--- src/hw/rtl/advf_pkg.sv ---
package advf_pkg;

  localparam int CFG_IDX_W = 8;
  localparam int CFG_DATA_W = 8;
  localparam int ADDR_W = 48;

  // Configuration register indexes
  localparam logic [CFG_IDX_W-1:0] REG_NAME_FIRST  = CFG_IDX_W'(0);
  localparam logic [CFG_IDX_W-1:0] REG_NAME_SECOND = CFG_IDX_W'(1);

  // AD structure types and the manufacturer pattern
  localparam logic [7:0] TYPE_NAME     = 8'h09;
  localparam logic [7:0] TYPE_MANUF    = 8'hFF;
  localparam logic [7:0] MANUF_LEN     = 8'd5;
  localparam logic [7:0] NAME_MIN_LEN  = 8'd3;
  localparam logic [7:0] MANUF_PAT [4] = '{8'h31, 8'h01, 8'h3b, 8'h04};

  // Highest accepted report type
  localparam logic [2:0] KIND_LAST_ACCEPTED = 3'd4;

  typedef enum logic [2:0] {
    OUT_ADDED    = 3'd0,
    OUT_LISTED   = 3'd1,
    OUT_NO_MATCH = 3'd2,
    OUT_FULL     = 3'd3,
    OUT_IGNORED  = 3'd4
  } outcome_t;

  typedef struct packed {
    logic name_hit;
    logic manuf_hit;
  } parse_status_t;

endpackage

--- src/hw/rtl/advf_in_if.sv ---
interface advf_in_if;
  logic                       valid;
  logic                       ready;
  logic [7:0]                 payload_byte;
  logic                       first_of_report;
  logic                       last_of_report;
  logic [2:0]                 event_kind;
  logic [advf_pkg::ADDR_W-1:0] peer_address;

  modport source (output valid, payload_byte, first_of_report, last_of_report,
                  event_kind, peer_address, input ready);
  modport sink   (input valid, payload_byte, first_of_report, last_of_report,
                  event_kind, peer_address, output ready);
endinterface

--- src/hw/rtl/advf_out_if.sv ---
interface advf_out_if;
  logic       valid;
  logic       ready;
  logic [2:0] outcome;
  logic [2:0] slot_index;

  modport source (output valid, outcome, slot_index, input ready);
  modport sink   (input valid, outcome, slot_index, output ready);
endinterface

--- src/hw/rtl/advf_cfg_if.sv ---
interface advf_cfg_if;
  logic                           valid;
  logic                           ready;
  logic [advf_pkg::CFG_IDX_W-1:0]  index;
  logic [advf_pkg::CFG_DATA_W-1:0] data;

  modport source (output valid, index, data, input ready);
  modport sink   (input valid, index, data, output ready);
endinterface

--- src/hw/rtl/adv_report_device_filter.sv ---
// A last byte that needs no lookup goes straight to ST_RESULT; otherwise each entry
//   compared passes ST_READ then ST_CMP, and a miss on every counted entry appends in ST_READ.
// Throughput: other bytes one a cycle; a last byte holds the input until its outcome is
//   loaded into the output register, and the lookup reads one table entry per ST_READ/ST_CMP pair.
// Reset (rst_n low, synchronous): clears device count, parse state, name bytes and output
//   valid. Table contents stay undefined; no clearing pass, only counted entries are read.
module adv_report_device_filter #(
  parameter int TABLE_DEPTH = 8,
  parameter int MAX_PAYLOAD = 31
) (
  input logic        clk,
  input logic        rst_n,
  advf_in_if.sink    in_ch,
  advf_out_if.source out_ch,
  advf_cfg_if.sink   cfg_ch
);
  import advf_pkg::*;

  localparam int CW = $clog2(TABLE_DEPTH + 1);
  localparam int AW = (TABLE_DEPTH > 1) ? $clog2(TABLE_DEPTH) : 1;

  typedef enum logic [3:0] {
    ST_IDLE   = 4'b0001,
    ST_READ   = 4'b0010,
    ST_CMP    = 4'b0100,
    ST_RESULT = 4'b1000
  } state_t;

  state_t state_r, state_nxt;

  logic [7:0]        name_first_r, name_second_r;
  logic [CW-1:0]     count_r, count_nxt;
  logic [CW-1:0]     idx_r, idx_nxt;
  logic [ADDR_W-1:0] addr_r;
  logic [2:0]        kind_r;
  outcome_t          res_outcome_r, res_outcome_nxt;
  logic [2:0]        res_slot_r, res_slot_nxt;
  logic              out_valid_r;
  outcome_t          out_outcome_r;
  logic [2:0]        out_slot_r;

  logic          in_acc, out_free, addr_hit;
  logic [2:0]    eff_kind;
  parse_status_t status;

  logic              ram_we, ram_re;
  logic [AW-1:0]     ram_waddr, ram_raddr;
  logic [ADDR_W-1:0] ram_rdata;

  assign in_ch.ready  = (state_r == ST_IDLE);
  assign in_acc       = in_ch.valid && in_ch.ready;
  assign cfg_ch.ready = 1'b1;
  assign eff_kind     = in_ch.first_of_report ? in_ch.event_kind : kind_r;
  assign out_free     = !out_valid_r || out_ch.ready;

  // Walk the length-type-data structures of the report
  advf_parser #(.MAX_PAYLOAD(MAX_PAYLOAD)) u_parser (
    .clk        (clk),
    .rst_n      (rst_n),
    .accept     (in_acc),
    .first      (in_ch.first_of_report),
    .last       (in_ch.last_of_report),
    .data_byte  (in_ch.payload_byte),
    .name_first (name_first_r),
    .name_second(name_second_r),
    .status     (status)
  );

  // Found-device table, one read port for the sequential lookup
  advf_ram #(.WIDTH(ADDR_W), .DEPTH(TABLE_DEPTH), .AW(AW)) u_table (
    .clk  (clk),
    .we   (ram_we),
    .waddr(ram_waddr),
    .wdata(addr_r),
    .re   (ram_re),
    .raddr(ram_raddr),
    .rdata(ram_rdata)
  );

  // Shared 48-bit comparator
  assign addr_hit = (ram_rdata == addr_r);

  assign ram_waddr = count_r[AW-1:0];
  assign ram_raddr = idx_r[AW-1:0];

  always_comb begin
    state_nxt       = state_r;
    count_nxt       = count_r;
    idx_nxt         = idx_r;
    res_outcome_nxt = res_outcome_r;
    res_slot_nxt    = res_slot_r;
    ram_we          = 1'b0;
    ram_re          = 1'b0;
    case (state_r)
      ST_IDLE: begin
        if (in_acc && in_ch.last_of_report) begin
          res_slot_nxt = 3'd0;
          idx_nxt      = '0;
          if (count_r == CW'(TABLE_DEPTH)) begin
            res_outcome_nxt = OUT_FULL;
            state_nxt       = ST_RESULT;
          end else if (eff_kind > KIND_LAST_ACCEPTED) begin
            res_outcome_nxt = OUT_IGNORED;
            state_nxt       = ST_RESULT;
          end else if (!(status.name_hit && status.manuf_hit)) begin
            res_outcome_nxt = OUT_NO_MATCH;
            state_nxt       = ST_RESULT;
          end else begin
            state_nxt = ST_READ;
          end
        end
      end
      ST_READ: begin
        if (idx_r == count_r) begin
          // Not listed: append at the end of the table
          ram_we          = 1'b1;
          count_nxt       = count_r + CW'(1);
          res_outcome_nxt = OUT_ADDED;
          res_slot_nxt    = 3'(idx_r);
          state_nxt       = ST_RESULT;
        end else begin
          ram_re    = 1'b1;
          state_nxt = ST_CMP;
        end
      end
      ST_CMP: begin
        if (addr_hit) begin
          res_outcome_nxt = OUT_LISTED;
          res_slot_nxt    = 3'(idx_r);
          state_nxt       = ST_RESULT;
        end else begin
          idx_nxt   = idx_r + CW'(1);
          state_nxt = ST_READ;
        end
      end
      ST_RESULT: begin
        // Hold until the output register frees up
        if (out_free) begin
          state_nxt = ST_IDLE;
        end
      end
      default: begin
        state_nxt = ST_IDLE;
      end
    endcase
  end

  always_ff @(posedge clk) begin
    if (!rst_n) begin
      state_r       <= ST_IDLE;
      count_r       <= '0;
      idx_r         <= '0;
      kind_r        <= '0;
      addr_r        <= '0;
      name_first_r  <= '0;
      name_second_r <= '0;
      out_valid_r   <= 1'b0;
    end else begin
      state_r <= state_nxt;
      count_r <= count_nxt;
      idx_r   <= idx_nxt;
      // Sample address and type on the first byte of a report
      if (in_acc && in_ch.first_of_report) begin
        kind_r <= in_ch.event_kind;
        addr_r <= in_ch.peer_address;
      end
      if (cfg_ch.valid && cfg_ch.ready) begin
        case (cfg_ch.index)
          REG_NAME_FIRST:  name_first_r  <= cfg_ch.data;
          REG_NAME_SECOND: name_second_r <= cfg_ch.data;
          default: ;
        endcase
      end
      if (state_r == ST_RESULT && out_free) begin
        out_valid_r <= 1'b1;
      end else if (out_ch.ready) begin
        out_valid_r <= 1'b0;
      end
    end
  end

  always_ff @(posedge clk) begin
    res_outcome_r <= res_outcome_nxt;
    res_slot_r    <= res_slot_nxt;
    if (state_r == ST_RESULT && out_free) begin
      out_outcome_r <= res_outcome_r;
      out_slot_r    <= res_slot_r;
    end
  end

  assign out_ch.valid      = out_valid_r;
  assign out_ch.outcome    = out_outcome_r;
  assign out_ch.slot_index = out_slot_r;

  a_count_bound: assert property (@(posedge clk) disable iff (!rst_n)
    count_r <= CW'(TABLE_DEPTH))
    else $error("device count beyond table depth");

  a_write_not_full: assert property (@(posedge clk) disable iff (!rst_n)
    ram_we |-> (count_r < CW'(TABLE_DEPTH)))
    else $error("table write while full");

  a_write_counts: assert property (@(posedge clk) disable iff (!rst_n)
    ram_we |=> (count_r == $past(count_r) + CW'(1)))
    else $error("table write without count advance");

  a_last_busy: assert property (@(posedge clk) disable iff (!rst_n)
    (in_acc && in_ch.last_of_report) |=> (state_r != ST_IDLE))
    else $error("last byte did not start report finish");

  a_cmp_after_read: assert property (@(posedge clk) disable iff (!rst_n)
    (state_r == ST_CMP) |-> ($past(state_r) == ST_READ))
    else $error("compare without preceding table read");

endmodule

--- src/hw/rtl/advf_ram.sv ---
module advf_ram #(
  parameter int WIDTH = 48,
  parameter int DEPTH = 8,
  parameter int AW    = (DEPTH > 1) ? $clog2(DEPTH) : 1
) (
  input  logic             clk,
  input  logic             we,
  input  logic [AW-1:0]    waddr,
  input  logic [WIDTH-1:0] wdata,
  input  logic             re,
  input  logic [AW-1:0]    raddr,
  output logic [WIDTH-1:0] rdata
);

  logic [WIDTH-1:0] mem [DEPTH];
  logic [WIDTH-1:0] rdata_r;

  always_ff @(posedge clk) begin
    if (we) begin
      mem[waddr] <= wdata;
    end
    if (re) begin
      rdata_r <= mem[raddr];
    end
  end

  assign rdata = rdata_r;

endmodule

--- src/hw/rtl/advf_parser.sv ---
module advf_parser #(
  parameter int MAX_PAYLOAD = 31
) (
  input  logic                  clk,
  input  logic                  rst_n,
  input  logic                  accept,
  input  logic                  first,
  input  logic                  last,
  input  logic [7:0]            data_byte,
  input  logic [7:0]            name_first,
  input  logic [7:0]            name_second,
  output advf_pkg::parse_status_t status
);
  import advf_pkg::*;

  localparam int PW = $clog2(MAX_PAYLOAD + 1);

  logic [PW-1:0] pos_r, pos_nxt;
  logic [8:0]    start_r, start_nxt;
  logic [7:0]    len_r, len_nxt;
  logic [7:0]    type_r, type_nxt;
  logic [1:0]    flags_r, flags_nxt;
  logic          fin_r, fin_nxt;
  logic          ok_r, ok_nxt;

  // Current state as seen by this byte: a first mark restarts the report
  logic [PW-1:0] c_pos;
  logic [8:0]    c_start;
  logic [7:0]    c_len, c_type;
  logic [1:0]    c_flags;
  logic          c_fin, c_ok;
  logic [9:0]    p10, s10, end_cur, end_new, d10;
  logic          active;

  always_comb begin
    if (first) begin
      c_pos = '0; c_start = '0; c_len = '0; c_type = '0;
      c_flags = '0; c_fin = 1'b0; c_ok = 1'b0;
    end else begin
      c_pos = pos_r; c_start = start_r; c_len = len_r; c_type = type_r;
      c_flags = flags_r; c_fin = fin_r; c_ok = ok_r;
    end

    pos_nxt = c_pos; start_nxt = c_start; len_nxt = c_len; type_nxt = c_type;
    flags_nxt = c_flags; fin_nxt = c_fin; ok_nxt = c_ok;

    active  = !c_fin && (c_pos < PW'(MAX_PAYLOAD));
    p10     = 10'(c_pos);
    s10     = 10'(c_start);
    end_cur = s10 + 10'(c_len);
    d10     = p10 - s10 - 10'd2;
    end_new = '0;

    if (active) begin
      if (p10 == s10) begin
        len_nxt = data_byte;
      end else if (p10 == s10 + 10'd1) begin
        type_nxt = data_byte;
        ok_nxt   = 1'b1;
      end else if (p10 <= end_cur) begin
        if (c_type == TYPE_NAME && c_len > NAME_MIN_LEN) begin
          if (d10 == 10'd0) begin
            ok_nxt = (data_byte == name_first);
          end else if (d10 == 10'd1 && c_ok && data_byte == name_second) begin
            flags_nxt[0] = 1'b1;
          end
        end else if (c_type == TYPE_MANUF && c_len == MANUF_LEN) begin
          if (d10 < 10'd4) begin
            ok_nxt = c_ok && (data_byte == MANUF_PAT[d10[1:0]]);
            if (d10 == 10'd3 && ok_nxt) begin
              flags_nxt[1] = 1'b1;
            end
          end
        end
      end
      // Advance to the next structure once the current one ends
      end_new = s10 + 10'(len_nxt);
      if (p10 == end_new) begin
        start_nxt = 9'(end_new + 10'd1);
      end
      if (flags_nxt == 2'b11) begin
        fin_nxt = 1'b1;
      end
    end

    if (c_pos < PW'(MAX_PAYLOAD)) begin
      pos_nxt = c_pos + PW'(1);
    end
  end

  always_ff @(posedge clk) begin
    if (!rst_n || (accept && last)) begin
      pos_r <= '0; start_r <= '0; len_r <= '0; type_r <= '0;
      flags_r <= '0; fin_r <= 1'b0; ok_r <= 1'b0;
    end else if (accept) begin
      pos_r <= pos_nxt; start_r <= start_nxt; len_r <= len_nxt;
      type_r <= type_nxt; flags_r <= flags_nxt; fin_r <= fin_nxt;
      ok_r <= ok_nxt;
    end
  end

  assign status.name_hit  = flags_nxt[0];
  assign status.manuf_hit = flags_nxt[1];

endmodule

--- src/flat_wrapper.sv ---
// flat-port wrapper written by rule: the top's interface ports become plain ports
module adv_report_device_filter_flat import advf_pkg::*;
#(
  parameter int TABLE_DEPTH = 8,
  parameter int MAX_PAYLOAD = 31
)
  (clk, rst_n, in_ch_valid, in_ch_payload_byte, in_ch_first_of_report, in_ch_last_of_report, in_ch_event_kind, in_ch_peer_address, in_ch_ready, out_ch_valid, out_ch_outcome, out_ch_slot_index, out_ch_ready, cfg_ch_valid, cfg_ch_index, cfg_ch_data, cfg_ch_ready);
  advf_in_if in_ch_i ();
  advf_out_if out_ch_i ();
  advf_cfg_if cfg_ch_i ();
  input logic clk;
  input logic rst_n;
  input wire logic [$bits(in_ch_i.valid)-1:0] in_ch_valid;
  input wire logic [$bits(in_ch_i.payload_byte)-1:0] in_ch_payload_byte;
  input wire logic [$bits(in_ch_i.first_of_report)-1:0] in_ch_first_of_report;
  input wire logic [$bits(in_ch_i.last_of_report)-1:0] in_ch_last_of_report;
  input wire logic [$bits(in_ch_i.event_kind)-1:0] in_ch_event_kind;
  input wire logic [$bits(in_ch_i.peer_address)-1:0] in_ch_peer_address;
  output wire logic [$bits(in_ch_i.ready)-1:0] in_ch_ready;
  output wire logic [$bits(out_ch_i.valid)-1:0] out_ch_valid;
  output wire logic [$bits(out_ch_i.outcome)-1:0] out_ch_outcome;
  output wire logic [$bits(out_ch_i.slot_index)-1:0] out_ch_slot_index;
  input wire logic [$bits(out_ch_i.ready)-1:0] out_ch_ready;
  input wire logic [$bits(cfg_ch_i.valid)-1:0] cfg_ch_valid;
  input wire logic [$bits(cfg_ch_i.index)-1:0] cfg_ch_index;
  input wire logic [$bits(cfg_ch_i.data)-1:0] cfg_ch_data;
  output wire logic [$bits(cfg_ch_i.ready)-1:0] cfg_ch_ready;
  assign in_ch_i.valid = in_ch_valid;
  assign in_ch_i.payload_byte = in_ch_payload_byte;
  assign in_ch_i.first_of_report = in_ch_first_of_report;
  assign in_ch_i.last_of_report = in_ch_last_of_report;
  assign in_ch_i.event_kind = in_ch_event_kind;
  assign in_ch_i.peer_address = in_ch_peer_address;
  assign in_ch_ready = in_ch_i.ready;
  assign out_ch_valid = out_ch_i.valid;
  assign out_ch_outcome = out_ch_i.outcome;
  assign out_ch_slot_index = out_ch_i.slot_index;
  assign out_ch_i.ready = out_ch_ready;
  assign cfg_ch_i.valid = cfg_ch_valid;
  assign cfg_ch_i.index = cfg_ch_index;
  assign cfg_ch_i.data = cfg_ch_data;
  assign cfg_ch_ready = cfg_ch_i.ready;
  adv_report_device_filter #(.TABLE_DEPTH(TABLE_DEPTH), .MAX_PAYLOAD(MAX_PAYLOAD)) u_core (.clk(clk), .rst_n(rst_n), .in_ch(in_ch_i), .out_ch(out_ch_i), .cfg_ch(cfg_ch_i));
endmodule
--- config.mk ---
export PLATFORM = sky130hd
export DESIGN_NAME = adv_report_device_filter_flat
export DESIGN_NICKNAME = d
export VERILOG_FILES = /design/src/hw/rtl/advf_pkg.sv /design/src/hw/rtl/advf_in_if.sv /design/src/hw/rtl/advf_out_if.sv /design/src/hw/rtl/advf_cfg_if.sv /design/src/hw/rtl/adv_report_device_filter.sv /design/src/hw/rtl/advf_ram.sv /design/src/hw/rtl/advf_parser.sv /design/src/flat_wrapper.sv
export SDC_FILE = /design/constraint.sdc
export NUM_CORES = 1
export LEC_CHECK = 0
export BUFFER_PORTS_ARGS = -buffer_cell sky130_fd_sc_hd__buf_4
export CORE_ASPECT_RATIO = 1.2
export CORE_UTILIZATION = 50
export CTS_CLUSTER_SIZE = 14
export DETAILED_ROUTE_END_ITERATION = 16
export GPL_TIMING_DRIVEN = 0
export PLACE_DENSITY = 0.76
export SLEW_MARGIN = 20
export SYNTH_ARGS = -nofsm -noshare
export SYNTH_HDL_FRONTEND = slang
export SYNTH_SLANG_ARGS = --single-unit
--- constraint.sdc ---
create_clock -name clk -period 16.11 [get_ports clk]
set_input_delay 1.611 -clock clk [delete_from_list [all_inputs] [get_ports clk]]
set_output_delay 1.611 -clock clk [all_outputs]
set_load 0.02 [all_outputs]
==> flow_summary.json <==
{
  "run_status": "finished clean",
  "dr.pass1.iters": 6,
  "synth-seq-cells": 558,
  "layout-area-overhead-vs-synth_pct": 15.46,
  "post_synth_instance_area_sq_um": 23960,
  "critPathArrivalTime_ns": 8.85,
  "period_minus_slack_ns": 8.351,
  "finalHoldViolCount": 0,
  "io_buffer_count": 86,
  "power.clock.fraction": 0.417,
  "synth_area_per_cell_sq_um": 14.90,
  "synth_async_sr_flop_share": 0,
  "cts.path.max_buffers": 3,
  "power_mw": 2.903,
  "vias_per_cell": 6.081,
  "min_period_over_period": 0.5184,
  "num_antenna_cells": 0,
  "synth_enable_flop_cells": 444,
  "achievable-frequency_mhz": 119.7,
  "cts_tree": "built",
  "total_vias_in_the_final_route": 14860,
  "synth_area_leader": "edfxtp_1",
  "critical_path.n_buffers_inverters": 7,
  "synth_top_cell_area_share": 0.5565,
  "maxCapViolations": 0,
  "wirelength_microns": 60790,
  "rows": 87,
  "worst_setup_hold_path_clk_slew_ns": 0.06,
  "syn_inst": 1608,
  "vdd_drop_max_uv": 72.87,
  "crit_path_max_incr_delay_ns": 0.66,
  "syn_nets": 1723,
  "worst_path_max_fanout": 10,
  "floorplan.die.height_microns": 241.8,
  "type_of_destination_of_the_critical_path": "flip-flop",
  "avgRoutedWirePerCell_microns": 24.88,
  "rsz0062_at_grt": "no",
  "power.switching_mw": 0.6127,
  "setup_tns_ns": 0,
  "worst-endpoint-required_ns": 16.60,
  "design.die.area_sq_um": 48800,
  "clock_latency_ns": 0.58,
  "synthMostInstantiatedCell": "edfxtp_1",
  "wire_length_on_met1_microns": 23700,
  "die_x_microns": 201.8,
  "post_cts.repair.setup_buffers": 0,
  "post_layout_nonfiller_instances": 2443,
  "remaining_drc_errors": 0,
  "place_hpwl_microns": 41220,
  "htree_depth": 2,
  "final.hold.worst_slack_ns": 0.4194,
  "placeableCoreArea_sq_um": 47130,
  "cts.repair.resized": 0,
  "synth-seq-area-share": 0.6518,
  "design.final.nets": 1893,
  "ant_nets": 0,
  "post_route_cell_area_sq_um": 27660,
  "wire_length_of_the_first_global_routing_pass_microns": 90860,
  "ys_warn_count": 0,
  "cts-root-buf": "clkbuf_16",
  "switching_share": 0.2111,
  "power_report.internal_total_mw": 2.290,
  "share_of_final_layout_standard_cells_stronger_than_drive_strength_1": 0.2093,
  "transition_time_at_the_pin_with_the_least_slew_margin_ns": 1.023,
  "vias_in_the_first_global_route": 15080,
  "tritoncts_num_sinks": 558,
  "seqPwrFrac": 0.543,
  "drt_iter0_drc": 1559,
  "leakage_nw": 9.520,
  "critical_path_class": "primary input to flip-flop",
  "power-per-cell-area_nw_per_um2": 104.9,
  "combPwrFrac": 0.039,
  "post_synth_main_area_contributors": "edfxtp_1 (56%), dfxtp_1 (9.5%), mux4_2 (9.0%), xnor2_1 (3.3%), nand2_1 (2.5%)",
  "report.final.slew_viol_count": 0,
  "critical_path.cell_chain": "buf_4 > buf_2 > buf_2 > buf_1 > clkbuf_1 > buf_1 > nor2b_1 > ha_1 > nand3_1 > nor2_2 > o21ai_0 > ha_1 > ha_1 > nor4bb_1 > a31oi_1 > o32ai_1 > o211ai_1 > a221oi_1 > o21ai_0 > nor4_1 > nand4_1 > buf_2 > or4_1 > a31oi_1",
  "globalplace.congestion": 0.9675,
  "crit_path_top_delay_cell": "buf_1",
  "boundaryPins": 91,
  "worstHoldPathType": "flip-flop to flip-flop",
  "highest_layer": "met4",
  "groute.usage.overall": 0.2490,
  "path_delay_family": "buffers and inverters",
  "post_dp_cell_area_sq_um": 25980,
  "yosys-top-cells-count": "edfxtp_1 (444), nand2_1 (162), dfxtp_1 (114), mux4_2 (96), xnor2_1 (89)",
  "cts_buffers": 52,
  "global_route.overflow_total": 0,
  "setup_viol": 0,
  "grt_start_max_net_pins": 40,
  "cts.hold.buffers_added": 0,
  "place.detailed.instances": 2347,
  "relSlewSlack": 0.3181,
  "detailroute.wirelength.met3_microns": 4121,
  "start_util": 0.5083,
  "crit_path_start_kind": "primary input",
  "initial_antenna_violation_count": 0,
  "route.met2.wl_microns": 30820,
  "synth_top_flop_cell": "edfxtp_1",
  "synth.lib_cells_used.distinct": 78,
  "timing.clock.skew_ns": 0.01950
}
-- per-stage QoR --
step / worst slack, ns / util
6_report: 7.759 / 0.5869
5_1_grt: 7.424 / 0.5869
2_1_floorplan: 9.662 / -
4_1_cts: 7.989 / 0.5867
3_5_place_dp: 7.431 / 0.5512
3_3_place_gp: 7.052 / 0.5385
-- worst paths after layout --
| kind | from | to | slack [ns] | cells after the start |
|---|---|---|---|---|
| min reg2reg | u_core.res_outcome_r[1] | u_core.out_ch.outcome[1] | 0.42 | 0 |
| max | in_ch_first_of_report | u_core.u_parser.start_r[4] | 7.76 | 24 |
| max reg2reg | u_core.u_parser.start_r[1] | u_core.res_outcome_r[1] | 10.52 | 14 |
| min | u_core.res_outcome_r[1] | u_core.out_ch.outcome[1] | 0.42 | 0 |
-- power groups by stage --
stage	Sequential, mW	Clock [mW]	Combinational (mW)
floorplan	1.60	0	0.0631
global placement	1.61	0	0.111
detailed placement	1.61	0	0.112
CTS	1.58	1.22	0.113
global route	1.58	1.27	0.122
finish	1.58	1.21	0.114
-- cell families (layout without fill, tap and decap cells) --
family          count (synthesis)  count (layout)  synth area share
mux                           172             172            0.1247
buf+inv                       109             321           0.01786
fa+ha+maj                      36              36           0.01912
compound gates                224             224           0.06617
flops                         558             558            0.6518
other cells                     1               1         0.0001565
simple gates                  401             401           0.08048
xor+xnor                      107             107           0.03975
-- state kept, by name, indices dropped and copies added (netlist names) --
name / cells
u_core.u_table.mem: 384
u_core.addr_r: 48
u_core.u_table.rdata: 48
u_core.u_parser.start_r: 9
u_core.name_first_r: 8
u_core.name_second_r: 8
u_core.u_parser.len_r: 8
u_core.u_parser.type_r: 8
u_core.u_parser.pos_r: 5
u_core.count_r: 4
u_core.idx_r: 4
u_core.state_r: 4
u_core.kind_r: 3
u_core.out_ch.outcome: 3
u_core.out_ch.slot_index: 3
u_core.res_outcome_r: 3
u_core.res_slot_r: 3
u_core.u_parser.flags_r: 2
u_core.out_ch.valid: 1
u_core.u_parser.fin_r: 1
u_core.u_parser.ok_r: 1
-- placed cells by master (no fill, tap or decap), types with 15 or more instances in the layout --
master	n
o21ai_0	33
buf_4	98
nor2b_1	39
a21boi_0	58
ha_1	31
xnor2_1	89
a22oi_1	16
mux2i_1	25
xor2_1	16
clkbuf_1	75
buf_1	15
mux4_2	96
mux2_2	51
a21oi_1	25
dfxtp_1	114
nand4_1	25
clkbuf_16	53
inv_1	22
nor2_1	70
edfxtp_1	444
nand2_1	162
-- layer usage --
layer / up-vias / global-route usage
met3: 118 / 0.02884
li1: 6478 / -
met5: - / 0
met4: 0 / 0.09447
met1: 7544 / 0.3215
met2: 717 / 0.4303
-- worst register-to-register path: stages (launching register included) --
cell	delay (ns)
dfxtp_1	0.57
nor2b_1	0.18
clkbuf_1	0.47
nand2b_1	0.22
fa_1	0.50
a21o_1	0.20
a21o_1	0.19
a21o_1	0.17
a21oi_1	0.22
xor2_1	0.12
or4_1	0.53
nor4_1	0.74
a21oi_1	0.32
nor4_1	0.53
a21boi_0	0.30
-- layout make-up --
cell class,count,area (sq um)
Fill cell,3502,19470
Inverter,23,88.84
Timing Repair Buffer,116,1184
Clock buffer,76,1483
Sequential cell,558,15620
Tap cell,623,779.5
Multi-Input combinational cell,941,7978
Clock inverter,20,191.4
Buffer,86,342.8
No activity file was read; power rests on OpenSTA's default activity.
